<file path="config.mk">
export PLATFORM = sky130hd
export DESIGN_NAME = sm3_hash_core
export DESIGN_NICKNAME = d
export VERILOG_FILES = /design/src/rtl/core/sm3_pkg.sv /design/src/rtl/core/sm3_hash_core.sv
export SDC_FILE = /design/constraint.sdc
export NUM_CORES = 2
export LEC_CHECK = 0
export BUFFER_PORTS_ARGS = -buffer_cell sky130_fd_sc_hd__buf_2
export CORE_UTILIZATION = 39
export DETAILED_ROUTE_END_ITERATION = 6
export GPL_TIMING_DRIVEN = 0
export PLACE_DENSITY_LB_ADDON = 0.1
export SYNTH_ARGS = -nofsm -noshare
export SYNTH_HDL_FRONTEND = slang
export SYNTH_SLANG_ARGS = --single-unit
</file>
<file path="constraint.sdc">
create_clock -name clk -period 20.9 [get_ports clk]
set_input_delay 4.18 -clock clk [delete_from_list [all_inputs] [get_ports clk]]
set_output_delay 4.18 -clock clk [all_outputs]
set_load 0.02 [all_outputs]
</file>
<file path="src/rtl/core/sm3_pkg.sv">
// Package for the SM3 hash core: constants, state type and round helpers.
// Depends on nothing; used by sm3_hash_core.
package sm3_pkg;

    localparam logic [31:0] T_LOW  = 32'h79cc4519;
    localparam logic [31:0] T_HIGH = 32'h7a879d8a;
    localparam logic [31:0] PAD_WORD = 32'h80000000;

    localparam logic [255:0] SM3_IV = {
        32'h7380166f, 32'h4914b2b9, 32'h172442d7, 32'hda8a0600,
        32'ha96f30bc, 32'h163138aa, 32'he38dee4d, 32'hb0fb0e4e
    };

    typedef enum logic [2:0] {
        ST_IDLE,
        ST_ROUND,
        ST_PAD,
        ST_OUT
    } sm3_state_t;

    function automatic logic [31:0] rotl(input logic [31:0] x, input logic [4:0] n);
        logic [63:0] d;
        d = {x, x} << n;
        return d[63:32];
    endfunction

    function automatic logic [31:0] p0(input logic [31:0] x);
        return x ^ rotl(x, 5'd9) ^ rotl(x, 5'd17);
    endfunction

    function automatic logic [31:0] p1(input logic [31:0] x);
        return x ^ rotl(x, 5'd15) ^ rotl(x, 5'd23);
    endfunction

endpackage

</file>
<file path="src/rtl/core/sm3_hash_core.sv">
// SM3 hash core: block buffer, padding sequencer and one shared round unit.
// Depends on sm3_pkg.
// A word that does not fill a block is just stored. A word that fills a block
// starts the rounds, one round per cycle through the single round unit with
// its 16-word expansion window. A final word starts padding: pad words, zeros
// and the 64-bit length are pushed and compressed, then eight digest transfers.
// Reset: chaining value returns to the IV, fill count and length to zero.
module sm3_hash_core
    import sm3_pkg::*;
(
    input  logic        clk,
    input  logic        rst_n,
    input  logic        in_valid,
    output logic        in_stall,
    input  logic [31:0] msg_word,
    input  logic [2:0]  byte_count,
    input  logic        end_of_message,
    output logic        out_valid,
    input  logic        out_stall,
    output logic [31:0] digest_word,
    output logic [2:0]  digest_index,
    output logic        digest_last
);

    sm3_state_t   state_reg, state_next;
    logic [31:0]  buf_reg [16];
    logic [31:0]  win_reg [16];
    logic [31:0]  v_reg [8];
    logic [31:0]  r_reg [8];
    logic [3:0]   fill_reg, fill_next;
    logic [63:0]  len_reg, len_next;
    logic [5:0]   rnd_reg, rnd_next;
    logic         padding_reg, padding_next;
    logic         pad_seen_reg, pad_seen_next;
    logic [2:0]   oidx_reg, oidx_next;
    logic         len_written_reg, len_written_next;

    logic         push;
    logic [31:0]  push_word;
    logic         start_round;
    logic         round_en;
    logic         in_fire;
    logic [2:0]   cnt;
    logic [31:0]  keep;
    logic [31:0]  pw;

    logic [31:0] a12, ss1, ss2, ffv, ggv, tt1, tt2, tj, wnew;

    assign in_fire = in_valid && !in_stall;
    assign in_stall = (state_reg != ST_IDLE);
    assign out_valid = (state_reg == ST_OUT);
    assign digest_word = v_reg[oidx_reg];
    assign digest_index = oidx_reg;
    assign digest_last = (oidx_reg == 3'd7);

    always_comb
    begin
        cnt = (byte_count > 3'd4) ? 3'd4 : byte_count;
        keep = (cnt == 3'd0) ? 32'h0 : (32'hffffffff << (6'd32 - {cnt, 3'b000}));
        pw = (msg_word & keep) | (PAD_WORD >> {cnt, 3'b000});
    end

    always_comb
    begin
        tj = (rnd_reg < 6'd16) ? T_LOW : T_HIGH;
        a12 = rotl(r_reg[0], 5'd12);
        ss1 = rotl(a12 + r_reg[4] + rotl(tj, rnd_reg[4:0]), 5'd7);
        ss2 = ss1 ^ a12;
        if (rnd_reg < 6'd16)
        begin
            ffv = r_reg[0] ^ r_reg[1] ^ r_reg[2];
            ggv = r_reg[4] ^ r_reg[5] ^ r_reg[6];
        end
        else
        begin
            ffv = (r_reg[0] & r_reg[1]) | (r_reg[0] & r_reg[2]) | (r_reg[1] & r_reg[2]);
            ggv = (r_reg[4] & r_reg[5]) | (~r_reg[4] & r_reg[6]);
        end
        tt1 = ffv + r_reg[3] + ss2 + (win_reg[0] ^ win_reg[4]);
        tt2 = ggv + r_reg[7] + ss1 + win_reg[0];
        wnew = p1(win_reg[0] ^ win_reg[7] ^ rotl(win_reg[13], 5'd15))
             ^ rotl(win_reg[3], 5'd7) ^ win_reg[10];
    end

    always_comb
    begin
        state_next = state_reg;
        fill_next = fill_reg;
        len_next = len_reg;
        rnd_next = rnd_reg;
        padding_next = padding_reg;
        pad_seen_next = pad_seen_reg;
        oidx_next = oidx_reg;
        push = 1'b0;
        push_word = 32'h0;
        round_en = 1'b0;
        unique case (state_reg)
            ST_IDLE:
            begin
                if (in_fire)
                begin
                    push = 1'b1;
                    if (!end_of_message)
                    begin
                        push_word = msg_word;
                        len_next = len_reg + 64'd32;
                    end
                    else
                    begin
                        len_next = len_reg + {58'd0, cnt, 3'b000};
                        padding_next = 1'b1;
                        pad_seen_next = (cnt != 3'd4);
                        push_word = (cnt == 3'd4) ? msg_word : pw;
                        state_next = ST_PAD;
                    end
                end
            end
            ST_PAD:
            begin
                push = 1'b1;
                if (!pad_seen_reg)
                begin
                    push_word = PAD_WORD;
                    pad_seen_next = 1'b1;
                end
                else if (fill_reg == 4'd14)
                    push_word = len_reg[63:32];
                else if (fill_reg == 4'd15 && len_written_reg)
                    push_word = len_reg[31:0];
                else
                    push_word = 32'h0;
            end
            ST_ROUND:
            begin
                round_en = 1'b1;
                rnd_next = rnd_reg + 6'd1;
                if (rnd_reg == 6'd63)
                begin
                    if (!padding_reg)
                        state_next = ST_IDLE;
                    else if (fill_reg == 4'd0 && pad_seen_reg && len_written_reg)
                    begin
                        state_next = ST_OUT;
                        oidx_next = 3'd0;
                    end
                    else
                        state_next = ST_PAD;
                end
            end
            ST_OUT:
            begin
                if (!out_stall)
                begin
                    oidx_next = oidx_reg + 3'd1;
                    if (oidx_reg == 3'd7)
                    begin
                        state_next = ST_IDLE;
                        padding_next = 1'b0;
                        len_next = 64'd0;
                    end
                end
            end
            default:
            begin
                state_next = ST_IDLE;
            end
        endcase
        if (push)
        begin
            fill_next = fill_reg + 4'd1;
            if (fill_reg == 4'd15)
            begin
                state_next = ST_ROUND;
                rnd_next = 6'd0;
            end
        end
    end

    always_comb
    begin
        len_written_next = len_written_reg;
        if (state_reg == ST_PAD && pad_seen_reg && fill_reg == 4'd14)
            len_written_next = 1'b1;
        if (state_reg == ST_OUT)
            len_written_next = 1'b0;
    end

    assign start_round = push && (fill_reg == 4'd15);

    always_ff @(posedge clk or negedge rst_n)
    begin
        if (!rst_n)
        begin
            state_reg <= ST_IDLE;
            fill_reg <= 4'd0;
            len_reg <= 64'd0;
            rnd_reg <= 6'd0;
            padding_reg <= 1'b0;
            pad_seen_reg <= 1'b0;
            oidx_reg <= 3'd0;
            len_written_reg <= 1'b0;
            for (int i = 0; i < 8; i++)
                v_reg[i] <= SM3_IV[255 - 32*i -: 32];
        end
        else
        begin
            state_reg <= state_next;
            fill_reg <= fill_next;
            len_reg <= len_next;
            rnd_reg <= rnd_next;
            padding_reg <= padding_next;
            pad_seen_reg <= pad_seen_next;
            oidx_reg <= oidx_next;
            len_written_reg <= len_written_next;
            if (round_en && rnd_reg == 6'd63)
            begin
                v_reg[0] <= v_reg[0] ^ tt1;
                v_reg[1] <= v_reg[1] ^ r_reg[0];
                v_reg[2] <= v_reg[2] ^ rotl(r_reg[1], 5'd9);
                v_reg[3] <= v_reg[3] ^ r_reg[2];
                v_reg[4] <= v_reg[4] ^ p0(tt2);
                v_reg[5] <= v_reg[5] ^ r_reg[4];
                v_reg[6] <= v_reg[6] ^ rotl(r_reg[5], 5'd19);
                v_reg[7] <= v_reg[7] ^ r_reg[6];
            end
            if (state_reg == ST_OUT && !out_stall && oidx_reg == 3'd7)
            begin
                for (int i = 0; i < 8; i++)
                    v_reg[i] <= SM3_IV[255 - 32*i -: 32];
            end
        end
    end

    always_ff @(posedge clk)
    begin
        if (push)
            buf_reg[fill_reg] <= push_word;
        if (start_round)
        begin
            for (int i = 0; i < 15; i++)
                win_reg[i] <= buf_reg[i];
            win_reg[15] <= push_word;
            for (int i = 0; i < 8; i++)
                r_reg[i] <= v_reg[i];
        end
        else if (round_en)
        begin
            for (int i = 0; i < 15; i++)
                win_reg[i] <= win_reg[i + 1];
            win_reg[15] <= wnew;
            r_reg[0] <= tt1;
            r_reg[1] <= r_reg[0];
            r_reg[2] <= rotl(r_reg[1], 5'd9);
            r_reg[3] <= r_reg[2];
            r_reg[4] <= p0(tt2);
            r_reg[5] <= r_reg[4];
            r_reg[6] <= rotl(r_reg[5], 5'd19);
            r_reg[7] <= r_reg[6];
        end
    end

endmodule

</file>
-- Yosys cells after proc, flatten, opt, wreduce, memory -nomap -nowiden
Memory sizes are Yosys's and may differ from the RTL's.
Cells that the tools add are included.
W data, S select, Z words.
- muxes and demuxes: 84
- shift operators: 3
- reduce and logical (&&, ||, !) cells: 25
- order comparisons: 3
- bitwise gates (word level): 58
- $add $sub $neg: 14
- eq/ne operators: 16
- operators by type and width (cell ; number):
    $mux W32 ; 35
    $xor A32 B32 Y32 ; 22
    $mux W256 ; 2
    $add A32 B32 Y32 ; 8
    $mux W64 ; 4
    $and A32 B32 Y32 ; 6
    $or A32 B32 Y32 ; 4
    $pmux W64 S2 ; 1
    $bmux W32 S3 ; 1
    $add A64 B6 Y64 ; 1
    $add A64 B6 Y64 const B ; 1
    $pmux W32 S2 ; 1
    $shl A63 B5 Y64 ; 1
    $mux W3 ; 12
    $not A32 Y32 ; 1
    $shl A32 B6 Y32 const A ; 1
    $shr A32 B6 Y32 const A ; 1
    $mux W26 ; 1
    $or A1 B1 Y1 ; 24
    $mux W1 ; 18
    $mux W6 ; 3
    $ne A2 B2 Y1 const B ; 6
    $pmux W3 S4 ; 1
    $logic_and A1 B1 Y1 ; 10
    26 further kinds ; 38
- memories kept: 3
- input port bits: 40
- RAM bits: 1280
- output and inout port bits: 38
- flip-flop bits (word level): 339
- logic and storage cells: 222
- memories (memory ; words ; bits a word ; read ports ; clocked after Yosys merged registers in ; write ports ; line ; RTL):
    buf_reg ; 16 ; 32 ; 15 ; 0 ; 1 ; sm3_hash_core.sv:26 ; logic [31:0] buf_reg [16];
    win_reg ; 16 ; 32 ; 16 ; 0 ; 16 ; sm3_hash_core.sv:27 ; logic [31:0] win_reg [16];
    r_reg ; 8 ; 32 ; 8 ; 0 ; 8 ; sm3_hash_core.sv:29 ; logic [31:0] r_reg [8];

-- Longest topological paths before layout
An unclocked memory read counts as a cell.
- word-level depth: 13
- mapped depth: 43
- depth with buffers taken out: 39

-- Worst setup path before layout
OpenSTA, ideal clock, no wires.
- path kind: input to register
- from: input port in_valid
- to: memory r_reg[0][0], enable pin
- data required time: 15.585 ns
- slack: -2.026 ns
- path buffers: 3
- stages on the path: 6
- setup time: 5.315 ns
- data arrival time: 17.612 ns
- cells stage by stage: o21a_1 clkbuf_1 nand4_1 clkbuf_1 clkbuf_1 nand2_1
- RTL lines (what ; line ; RTL):
    start: declaration ; sm3_hash_core.sv:13 ; input logic in_valid,
    end: declaration ; sm3_hash_core.sv:29 ;

-- Final worst setup path
- from: register rnd_reg[4]
- to: register v_reg[255] (netlist bit)
- word-level cells in the longest chain between the ends: 10
- elaborated cells on any way between the ends: 15
- those cells by class: add/sub: 4; order compare: 1; eq/ne: 1; shift: 1; mux: 4; bitwise: 2; reduce/logical: 2
- RTL lines (what ; line ; RTL):
    start: declaration ; sm3_hash_core.sv:32 ; logic [5:0] rnd_reg, rnd_next;
    start signal: assignment ; sm3_hash_core.sv:210 ; rnd_reg <= rnd_next;
    $lt A6 B5 Y1 ; sm3_hash_core.sv:65, sm3_hash_core.sv:69 ;
    $mux W26 ; sm3_hash_core.sv:65 ; tj = (rnd_reg < 6'd16) ? T_LOW : T_HIGH;
    $shl A63 B5 Y64 ; sm3_pkg.sv:23 ; d = {x, x} << n;
    $add A32 B32 Y32 ; sm3_hash_core.sv:67 ; ss1 = rotl(a12 + r_reg[4] + rotl(tj, rnd_reg[4:0]), 5'd7);
    $xor A32 B32 Y32 ; sm3_hash_core.sv:68 ; ss2 = ss1 ^ a12;
    $add A32 B32 Y32 (2 in a row) ; sm3_hash_core.sv:79 ; tt1 = ffv + r_reg[3] + ss2 + (win_reg[0] ^ win_reg[4]);
    $xor A32 B32 Y32 ; sm3_hash_core.sv:217 ; v_reg[0] <= v_reg[0] ^ tt1;
    $mux W256 ; sm3_hash_core.sv:215 ; if (round_en && rnd_reg == 6'd63)
    $mux W256 ; sm3_hash_core.sv:226 ; if (state_reg == ST_OUT && !out_stall && oidx_reg == 3'd7)
    end signal: indexed assignment ; sm3_hash_core.sv:203 ; v_reg[i] <= SM3_IV[255 - 32*i -: 32];
    end signal: indexed assignment ; sm3_hash_core.sv:229 ; v_reg[i] <= SM3_IV[255 - 32*i -: 32];
    end: declaration ; sm3_hash_core.sv:28 ; logic [31:0] v_reg [8];
Several ways; a longest one is shown, not always the timed one. The select of a mux whose other input is x is not followed.
A chain may end at the register's enable or synchronous reset.

==> impl_metrics.yaml <==
status:
  status: "finished, violations left"
  violations: "capacitance limit, slew limit"
cells_and_area:
  synthToLayoutAreaGrowth_pct: 13.3
  nets: 7895
  largest_reg_flops: 512
  layout_commonest_cell: "nand2_1"
  stdcell_area_um2: 90100
  drive_above_1_share: 0.0883
  layout_common_cells: "2369 x nand2_1, 1248 x edfxtp_1, 407 x o21ai_0"
place:
  place_congestion: 0.993
  io_buffers: 76
  dp_hpwl_mm: 246
  postPlaceCellArea_um2: 84100
yosys:
  synthesis.area_um2: 79500
  synth_top_area_frac: 0.471
  yosysUniqueCellTypes: 100
  synth_area_per_cell_um2: 10.9
  ys_warn_count: 0
  ys.flop_type: "edfxtp_1"
  yosysSeqAreaShare: 0.579
  syn_nets: 7613
  synthCells: 7270
  ys_async_sr_fraction: 0.212
  synth_edf_count: 1248
  synth_top_area_cell: "edfxtp_1"
  synth_area_leaders: "edfxtp_1 47%, nand2_1 11%, dfrtp_1 6.8%"
  ys_ff_latch: 1584
setup_path:
  setup.worst_path.class: "flip-flop to flip-flop"
  startpoint: "rnd_reg[4]"
  reg2reg_setup_slack_ns: 5.39
  crit_top_cell: "o21ai_0"
  cp.arrival_ns: 16.29
  r2r_end: "v_reg[255]"
  max_stage_delay_ns: 1.15
  worst_setup_path_end_kind: "flip-flop"
  slowest_stage: "a2111oi_0"
  rr_worst_depth: 39
  crit_path_start_kind: "flip-flop"
  reg2reg_from: "rnd_reg[4]"
  crit_path_max_fanout: 13
  worstPathRequired_ns: 21.68
job:
  cap_violations: 2
clocking:
  cts.repair.resized: 0
  cts_sinks: 1584
  cts_inserted_buffers: 175
  cts_tree: "done"
  cts_hold_buf: 0
  clock-root-buffer: "clkbuf_16"
  cts_buffer_depth: 3
  clk_pin_slew_worst_paths_ns: 0.07
  clk-insertion-delay-late_ns: 0.87
  htreeDepth: 4
  post_cts_buffers: 0
routing:
  postRouteAntennaNets: 0
  wl_mm: 325
  vias_per_cell: 5.51
  drc: 0
  firstDrtPassIters: 6
  post_drt_wl_per_cell_um: 31.3
  first_iter_violations: 6724
  dr_total_vias: 57200
min_path:
  hold_path_depth: 2
  hold_class: "flip-flop to flip-flop"
  hold_end: "win_reg[0][187]"
  min-delay-start: "win_reg[0][219]"
timing:
  setup_viol: 0
  tightest_slew_ns: 1.54
  rsz0062_at_grt: "false"
  hold_viol: 0
  max_slew_margin: -0.0240
  clock_skew_ns: 0.0564
  max_freq_ghz: 0.0645
  fin_crit_sh: 0.742
  period_minus_slack_ns: 15.51
  slew_violations: 21
  fin_setup_tns_ns: 0
global_route:
  grt_pass1_wl_mm: 445
  grt.overflow.total: 0
  grt_pass1_vias: 54900
  antenna_found_initial: 19
  track_usage: 0.316
  grt_max_degree: 109
die:
  initial_core_util: 0.393
  io_pins: 78
  core_um2: 202000
  die-area_um2: 206000
  die_y_um: 454
  die_w_um: 454
  fp-row-count: 165
-- Yosys cell counts, types with 22 or more instances --
cell	n
nand3_1	65
ha_1	114
buf_1	31
nand4_1	22
or3_1	55
xor2_1	214
a31oi_1	28
a21o_1	37
a21oi_1	233
mux2_2	49
fa_1	189
nor2_1	316
xnor2_1	378
mux2i_1	65
o21ai_0	408
inv_1	296
and3_1	109
mux4_2	64
edfxtp_1	1248
clkbuf_1	290
a22oi_1	34
dfrtp_1	217
nor3_1	34
dfstp_2	119
nand2_1	2373
-- cells by family (layout without fill, tap and decap cells) --
logic type,Yosys count,after routing,share of synthesized area
AOI/OAI and AO/OA,910,910,0.0675
xor gates and xnor gates,605,605,0.0686
adders and majority gates,304,304,0.0657
buffers and inverters,626,1057,0.0300
DFF,1584,1584,0.579
muxes,178,178,0.0333
other,1,12,0.0000472
and+or+nand+nor,3062,3062,0.156
-- metal layers --
metal  vias up  global-route usage  wire length [um]
met3       568              0.0470             21900
met2      2425               0.499            150000
met1     28900               0.411            131000
met4         0               0.187             22100
met5         -                   0                 0
li1      25200                   -                 -
-- layout make-up --
type | count | area [um^2]
timing repair buffer | 105 | 1060
clock buffer | 238 | 4800
sequential | 1584 | 46000
fill | 19100 | 112000
tap | 2672 | 3340
multi-input combinational | 5060 | 31200
antenna | 11 | 27.5
buffer | 327 | 1270
clock inverter | 88 | 1210
inverter | 299 | 1120
-- critical path, delay by kind of cell, from the launching register on --
family          cells  cell delay (ns)
xor+xnor            3             1.14
fa+ha+maj           6             2.50
buf+inv             9             3.98
compound gates     18             6.42
simple gates        3             1.01
flops               1             0.32
-- worst max path at each step --
| stage | cells after the start | end | slack, ns |
|---|---|---|---|
| 2_1_floorplan | 6 | r_reg[0][0] | 5.85 |
| 3_3_place_gp | 7 | win_reg[1][45] | -2.01 |
| 3_5_place_dp | 41 | v_reg[255] | 5.86 |
| 4_1_cts | 41 | v_reg[255] | 5.83 |
| 5_1_grt | 41 | v_reg[255] | 5.30 |
| 6_report | 39 | v_reg[255] | 5.39 |
-- stage by stage --
stage / worst slack [ns] / cells / hold slack (ns) / utilization
2_1_floorplan: 5.85 / 7270 / 0.462 / -
3_3_place_gp: -2.01 / 10000 / 0.484 / 0.411
3_5_place_dp: 5.86 / 10000 / 0.492 / 0.415
4_1_cts: 5.83 / 10400 / 0.483 / 0.445
5_1_grt: 5.30 / 10400 / 0.497 / 0.445
6_report: 5.39 / 10400 / 0.487 / 0.445
Power is not shown: default switching activity piles up to over one toggle a cycle in this logic, so the estimate is an artifact.
